==> config.mk <==
export PLATFORM = sky130hd
export DESIGN_NAME = bvc_ctrl
export DESIGN_NICKNAME = d
export VERILOG_FILES = /design/src/design/bvc_pkg.sv /design/src/design/bvc_ctrl.sv
export SDC_FILE = /design/constraint.sdc
export NUM_CORES = 1
export LEC_CHECK = 0
export BUFFER_PORTS_ARGS = -buffer_cell sky130_fd_sc_hd__buf_2
export CAP_MARGIN = 20
export CORE_AREA = 2 2 39 41
export DETAILED_ROUTE_END_ITERATION = 10
export DIE_AREA = 0 0 41 43
export PLACE_DENSITY = 0.69
export SLEW_MARGIN = 20
export SYNTH_ARGS = -nofsm -noshare
export SYNTH_HDL_FRONTEND = slang
export SYNTH_SLANG_ARGS = --single-unit
==> constraint.sdc <==
create_clock -name clk -period 2.2 [get_ports clk]
set_input_delay 0.44 -clock clk [delete_from_list [all_inputs] [get_ports clk]]
set_output_delay 0.44 -clock clk [all_outputs]
set_load 0.05 [all_outputs]
==> src/design/bvc_pkg.sv <==
// Package for the blocked volume LRU cache: widths, codes, control types.
`timescale 1ns / 1ps
package bvc_pkg;

	localparam int COORD_BITS  = 10;
	localparam int NUM_DIMS    = 5;
	localparam int OFF_W       = 6;
	localparam int BN_OUT_W    = 12;
	localparam int FRAME_OUT_W = 6;
	localparam int CFG_IDX_W   = 3;
	localparam int CFG_DATA_W  = 11;
	localparam int DIMS_W      = 3;
	localparam int EDGE_W      = 7;
	localparam int LIMIT_W     = 7;
	localparam int RADIX_W     = 11;
	localparam int MAX_EDGE    = 64;
	localparam int DEFAULT_EDGE = 8;

	localparam logic [CFG_IDX_W-1:0] REG_DIMS   = 3'd0;
	localparam logic [CFG_IDX_W-1:0] REG_EDGE   = 3'd1;
	localparam logic [CFG_IDX_W-1:0] REG_LIMIT  = 3'd2;
	localparam logic [CFG_IDX_W-1:0] REG_BLOCKS = 3'd3;

	typedef logic [COORD_BITS-1:0] crd_t;
	typedef logic [OFF_W-1:0] off_t;

	typedef enum logic [1:0] {
		K_HIT_NEW,
		K_HIT,
		K_FILL,
		K_EVICT
	} kind_t;

	typedef enum logic [3:0] {
		S_CLEAR,
		S_IDLE,
		S_START,
		S_DIVQ,
		S_MUL,
		S_MOD,
		S_MAPRD,
		S_OWNRD,
		S_DECIDE,
		S_VIC,
		S_LNKRD,
		S_UNLINK,
		S_PUSH1,
		S_PUSH2,
		S_DONE
	} state_t;

	typedef struct packed {
		logic load;
		logic clr;
		logic flush;
		logic div_coord;
		logic off_wr;
		logic mul;
		logic mod_wr;
		logic dim_next;
		logic map_rd;
		logic own_rd;
		logic decide;
		logic vic;
		logic lnk_rd;
		logic unlink;
		logic push1;
		logic push2;
		logic out_load;
	} cmd_t;

	typedef struct packed {
		logic  clr_last;
		logic  is_flush;
		logic  div_done;
		logic  last_dim;
		kind_t kind;
		logic  out_busy;
	} sts_t;

endpackage

==> src/design/bvc_ctrl.sv <==
// Controller state machine sequencing numbering, lookup and recency update.
`timescale 1ns / 1ps
module bvc_ctrl (
	input  logic          clk,
	input  logic          arst_n,
	input  logic          in_valid,
	output logic          in_ready,
	input  bvc_pkg::sts_t sts,
	output bvc_pkg::cmd_t cmd
);
	import bvc_pkg::*;

	state_t state_q, state_d;

	always_ff @(posedge clk or negedge arst_n) begin
		if (!arst_n) state_q <= S_CLEAR;
		else state_q <= state_d;
	end

	always_comb begin
		state_d = state_q;
		case (state_q)
			S_CLEAR:  if (sts.clr_last) state_d = S_IDLE;
			S_IDLE:   if (in_valid) state_d = S_START;
			S_START:  state_d = sts.is_flush ? S_DONE : S_DIVQ;
			S_DIVQ:   if (sts.div_done) state_d = S_MUL;
			S_MUL:    state_d = S_MOD;
			S_MOD:    state_d = sts.last_dim ? S_MAPRD : S_START;
			S_MAPRD:  state_d = S_OWNRD;
			S_OWNRD:  state_d = S_DECIDE;
			S_DECIDE: begin
				case (sts.kind)
					K_HIT_NEW: state_d = S_DONE;
					K_HIT:     state_d = S_LNKRD;
					K_FILL:    state_d = S_PUSH1;
					default:   state_d = S_VIC;
				endcase
			end
			S_VIC:    state_d = S_LNKRD;
			S_LNKRD:  state_d = S_UNLINK;
			S_UNLINK: state_d = S_PUSH1;
			S_PUSH1:  state_d = S_PUSH2;
			S_PUSH2:  state_d = S_DONE;
			S_DONE:   if (!sts.out_busy) state_d = S_IDLE;
			default:  state_d = S_IDLE;
		endcase
	end

	always_comb begin
		cmd      = '0;
		in_ready = 1'b0;
		case (state_q)
			S_CLEAR:  cmd.clr = 1'b1;
			S_IDLE: begin
				in_ready = 1'b1;
				cmd.load = in_valid;
			end
			S_START: begin
				cmd.flush     = sts.is_flush;
				cmd.div_coord = !sts.is_flush;
			end
			S_DIVQ:   cmd.off_wr = sts.div_done;
			S_MUL:    cmd.mul = 1'b1;
			S_MOD: begin
				cmd.mod_wr   = 1'b1;
				cmd.dim_next = !sts.last_dim;
			end
			S_MAPRD:  cmd.map_rd = 1'b1;
			S_OWNRD:  cmd.own_rd = 1'b1;
			S_DECIDE: cmd.decide = 1'b1;
			S_VIC:    cmd.vic = 1'b1;
			S_LNKRD:  cmd.lnk_rd = 1'b1;
			S_UNLINK: cmd.unlink = 1'b1;
			S_PUSH1:  cmd.push1 = 1'b1;
			S_PUSH2:  cmd.push2 = 1'b1;
			S_DONE:   cmd.out_load = !sts.out_busy;
			default:  cmd = '0;
		endcase
	end
endmodule

; ---- After elaboration in Yosys (flattened, before gate mapping)
; Cells that the tools add are included.
[op_classes]
mul = 0
magnitude_cmp = 0
reduce_logical = 6
n_shift = 0
n_eq_ne = 20
n_addsub = 0
n_bitwise = 0
muxes = 24
div_mod_pow = 0
[ops]
columns = operator, count
row1 = 4-bit one-hot mux with 15 select lines, 1
row2 = "4-bit equality test, second input constant", 7
row3 = 4-bit 2-to-1 mux, 5
row4 = "4-bit by 3-bit equality test with 1-bit output, second input constant", 4
row5 = 1-bit 2-to-1 mux, 14
row6 = 3-bit one-hot mux with 3 select lines, 1
row7 = "4-bit by 2-bit equality test with 1-bit output, second input constant", 2
row8 = "2-bit inequality test, second input constant", 4
row9 = "4-bit by 1-bit equality test with 1-bit output, second input constant", 1
row10 = 4-bit zero test, 1
row11 = 2-bit 2-to-1 mux, 2
row12 = 4-bit AND reduction, 1
row13 = 1-bit zero test, 3
row14 = 3-bit 2-to-1 mux, 1
row15 = "2-bit by 1-bit equality test with 1-bit output, second input constant", 1
row16 = "2-bit equality test, second input constant", 1
row17 = 2-bit zero test, 1
[totals]
latch_bits = 0
memories = 0
inputBits = 10
ff_bits = 4
ram_bits = 0
out_inout_bits = 18
rom_bits = 0
elab_cells = 51

; ---- Longest topological paths before layout
[logic_depth]
ltp_word = 3
mapped_depth = 6
mapped_depth_nobuf = 4

; ---- Worst setup path after synthesis
; OpenSTA, ideal clock, no wires.
[synth_timing]
path_type = reg2out
from = reg state_q[1]
to = out cmd[15] (netlist name)
arrival_ns = 2.327
stages_incl_launch_ff = 4
path_buffers = 2
required_time_ns = 1.760
setup_slack_ns = -0.567
path_cell_list = dfrtp_1 clkbuf_1 buf_2 nor4_1
[synth_rtl]
columns = element, line
row1 = start: declaration, bvc_ctrl.sv:13  ; state_t state_q, state_d;
row2 = start signal: assignment, bvc_ctrl.sv:17  ; else state_q <= state_d;
row3 = end: declaration, bvc_ctrl.sv:9  ; output bvc_pkg::cmd_t cmd

==> impl_results.md <==
* Clk buf depth at 2
* Count leader, synth: nor2_1
* Area growth syn-to-layout at 42.0%
* Main combinational cell family by area after synthesis: simple AND/OR/NAND/NOR gates
* # setup viols final at 0
* Largest net degree at the start of global routing at 18
* Distinct cells, synth at 32
* Fin Hold WS at between 500 and 600 ps
* Unrepaired setup endpoints after global routing: no
* Std cell rows at 14
* Tot GR Track Use at 0.186
* Reg-to-reg critical path endpoint: state_q[1]
* DR vias at 632
* Top FF cell, synth: dfrtp_1
* Die height at 43 um
* Maxcap violations at 0
* Routed wire per std cell at roughly 12 um
* IO buf count at 27
* Avg Cell Area, Syn at 6.56 um2
* Initial antenna violation count at 0
* Std-Cell Core Area at 1380 um2
* CP arrival at approximately 1600 ps
* # IOs at 28
* Synth Area in Compound Gates at 0.265
* Hpwl dp at 1.06 mm
* Worst-path clk slew at ~40 ps
* EDFF count, synth at 0
* Rel. slew slack at 0.740
* CP Launch Type: flop
* Max FFs per register at 4
* Die area at ~1800 um2
* Vias per inst at between 5 and 6
* GP Congestion at approximately 0.8
* Endpoint type of the worst setup path: output pin
* FMAX at approximately 0.50 GHz
* Power Density at ~1700 nW/um2
* CTS H-tree lvls at 1
* Antenna diode count at 0
* Synth Area in Adders at 0
* Vias in the first global route at roughly 500
* Root buf cell: clkbuf_4
* RR Startpoint: state_q[1]
* Min Tclk post-route at slightly above 2000 ps
* Share of layout cells above drive strength 1 at 0.402
* Simple-Gate Fraction of Synth Area at 0.387
* CTS buffer count at 3
* Final number of max-transition violations at 0
* Pre-antenna DRT Iters at 4
* Worst slew pin tran at just under 400 ps
* Leakage at around 0.34 nW
* Post-route cell area at about 700 um2
* Layout fillers at 147
* Final ANT Viol Nets at 0
* Initial detailed-routing violation count at 10
* R2r setup slk at 450 ps
* Post-Syn Instances at 75
* Tcrit/Tclk final at 0.918
* Cell accounting for the most synthesized area: dfrtp_1
* Total gr overflow at 0
* Post-synthesis sequential area ratio at 0.204
* Post-synth ARST share at 1.00
* Layout Skew at around 4.7 ps
* Status: complete, no violations
* HP Class: in -> async
* DR DRC count at 0
* R2r worst-path depth at 4
* Post-synthesis cell area at slightly below 500 um2
* Yosys warns at 0
* Top cells by area, synth: dfrtp_1 (20%), nor2_1 (7.6%), nand2b_1 (6.4%), nor3_1 (6.1%), o21ai_0 (5.1%)
* Multiplexer share of the synthesized area at 0.0509
* Die width at 41 um
* CTS tree: built
* Synth cell count leaders: nor2_1 (10), nand2_1 (6), nor3_1 (6)
* Worst-skew pair later-pin latency at 240 ps
* Required time of the critical path at 1760 ps
* Crit-path max FO at 13
* Regs by FF count: state_q (4)
* Clk sinks at 4
* Post-Synthesis Net Count at 85
* WL final at about 1.4 mm
* Top reg by flops: state_q
* Seq cells post-synth at 4
* Initial Utilization at 0.355
* Peak supply drop at between 0.0006 and 0.0007 V
* Placement Cell Area at about 660 um2
* Nets@finish at 114
* XOR/XNOR Fraction of Synth Area at 0
* Setup CP Type: reg -> out
* Top cell type's share of synthesized area at 0.204
* Final hold vios at 0
* First-pass GRT wire length at about 2.3 mm
[how the worst max path moves through the flow]
stage,startpoint,to,cells past startpoint
6_report,state_q[1],cmd[16],4
5_1_grt,state_q[1],cmd[13],3
4_1_cts,state_q[2],cmd[9],3
3_5_place_dp,state_q[2],cmd[9],3
3_3_place_gp,state_q[2],cmd[9],3
2_1_floorplan,state_q[1],cmd[11],3
[final cells by class]
type	count	area, um2	share of cell area
clock buffer	3	22.5	0.0323
inverter	5	18.8	0.0269
multi-input combinational	60	374	0.536
sequential	4	103	0.147
tap	16	20.0	0.0287
timing repair buffer	30	160	0.229
[routing by layer]
metal  vias to the layer above  routed length [um]  track usage
li1                        329                   -            -
met1                       278                 650        0.264
met2                        25                 689        0.278
met3                         0                  98       0.0471
met4                         0                   0       0.0400
met5                         -                   0            0
[logic make-up after synthesis]
family          count (synthesis)
mux                             2
simple gates                   38
compound gates                 20
flops                           4
buf+inv                        11
[metrics by stage]
step	utilization	instances	total power [mW]	TNS, ps	setup slack (ps)
floorplan	-	75	0.904	-323	-108
global placement	0.479	114	1.07	0	369
detailed placement	0.479	114	1.07	0	330
CTS	0.503	118	1.17	0	89.6
global route	0.505	118	1.28	0	54.5
finish	0.505	118	1.18	0	180
[timing repair]
item / in CTS / in global routing
gates resized for setup: 0 / 2
endpoints found under the setup margin: 0 / 2
endpoints found under the hold margin: 2 / 0
setup buffers: 0 / 0
hold buffers: 1 / 0
[power by group]
group / leakage (nW) / internal [mW] / switching, mW / total (mW)
sequential: 0.0457 / 0.116 / 0.115 / 0.230
combinational: 0.282 / 0.275 / 0.580 / 0.854
clock: 0.0138 / 0.0611 / 0.0315 / 0.0926
total: 0.342 / 0.451 / 0.726 / 1.18
[critical path: stages, from the launching register on]
cell	delay, ps
dfrtp_1	510
nand2b_1	300
nor3_4	140
and2_1	130
buf_2	250
[cells in the final DEF, fill, tap and decap left out]
cell type,n
nand4_1,1
buf_2,27
a31oi_1,1
o22ai_1,1
a21oi_2,1
nor2_1,10
inv_1,4
mux2i_1,1
and4_1,1
nor4_2,2
or4_1,1
dlygate4sd3_1,1
a32oi_1,1
mux2_4,1
o21a_1,1
buf_4,2
o211ai_1,2
and2_1,1
nand2_1,6
nor3_2,1
inv_2,1
a22o_1,1
o32ai_1,1
nand3_1,3
dfrtp_1,2
dfrtp_2,2
o21ai_0,5
a21oi_1,3
a22oi_1,1
o21ai_1,1
nor2b_1,2
nor3_1,4
a21boi_0,1
nand2b_1,5
nor3_4,1
clkbuf_4,3
No activity file was read; power rests on OpenSTA's default activity.
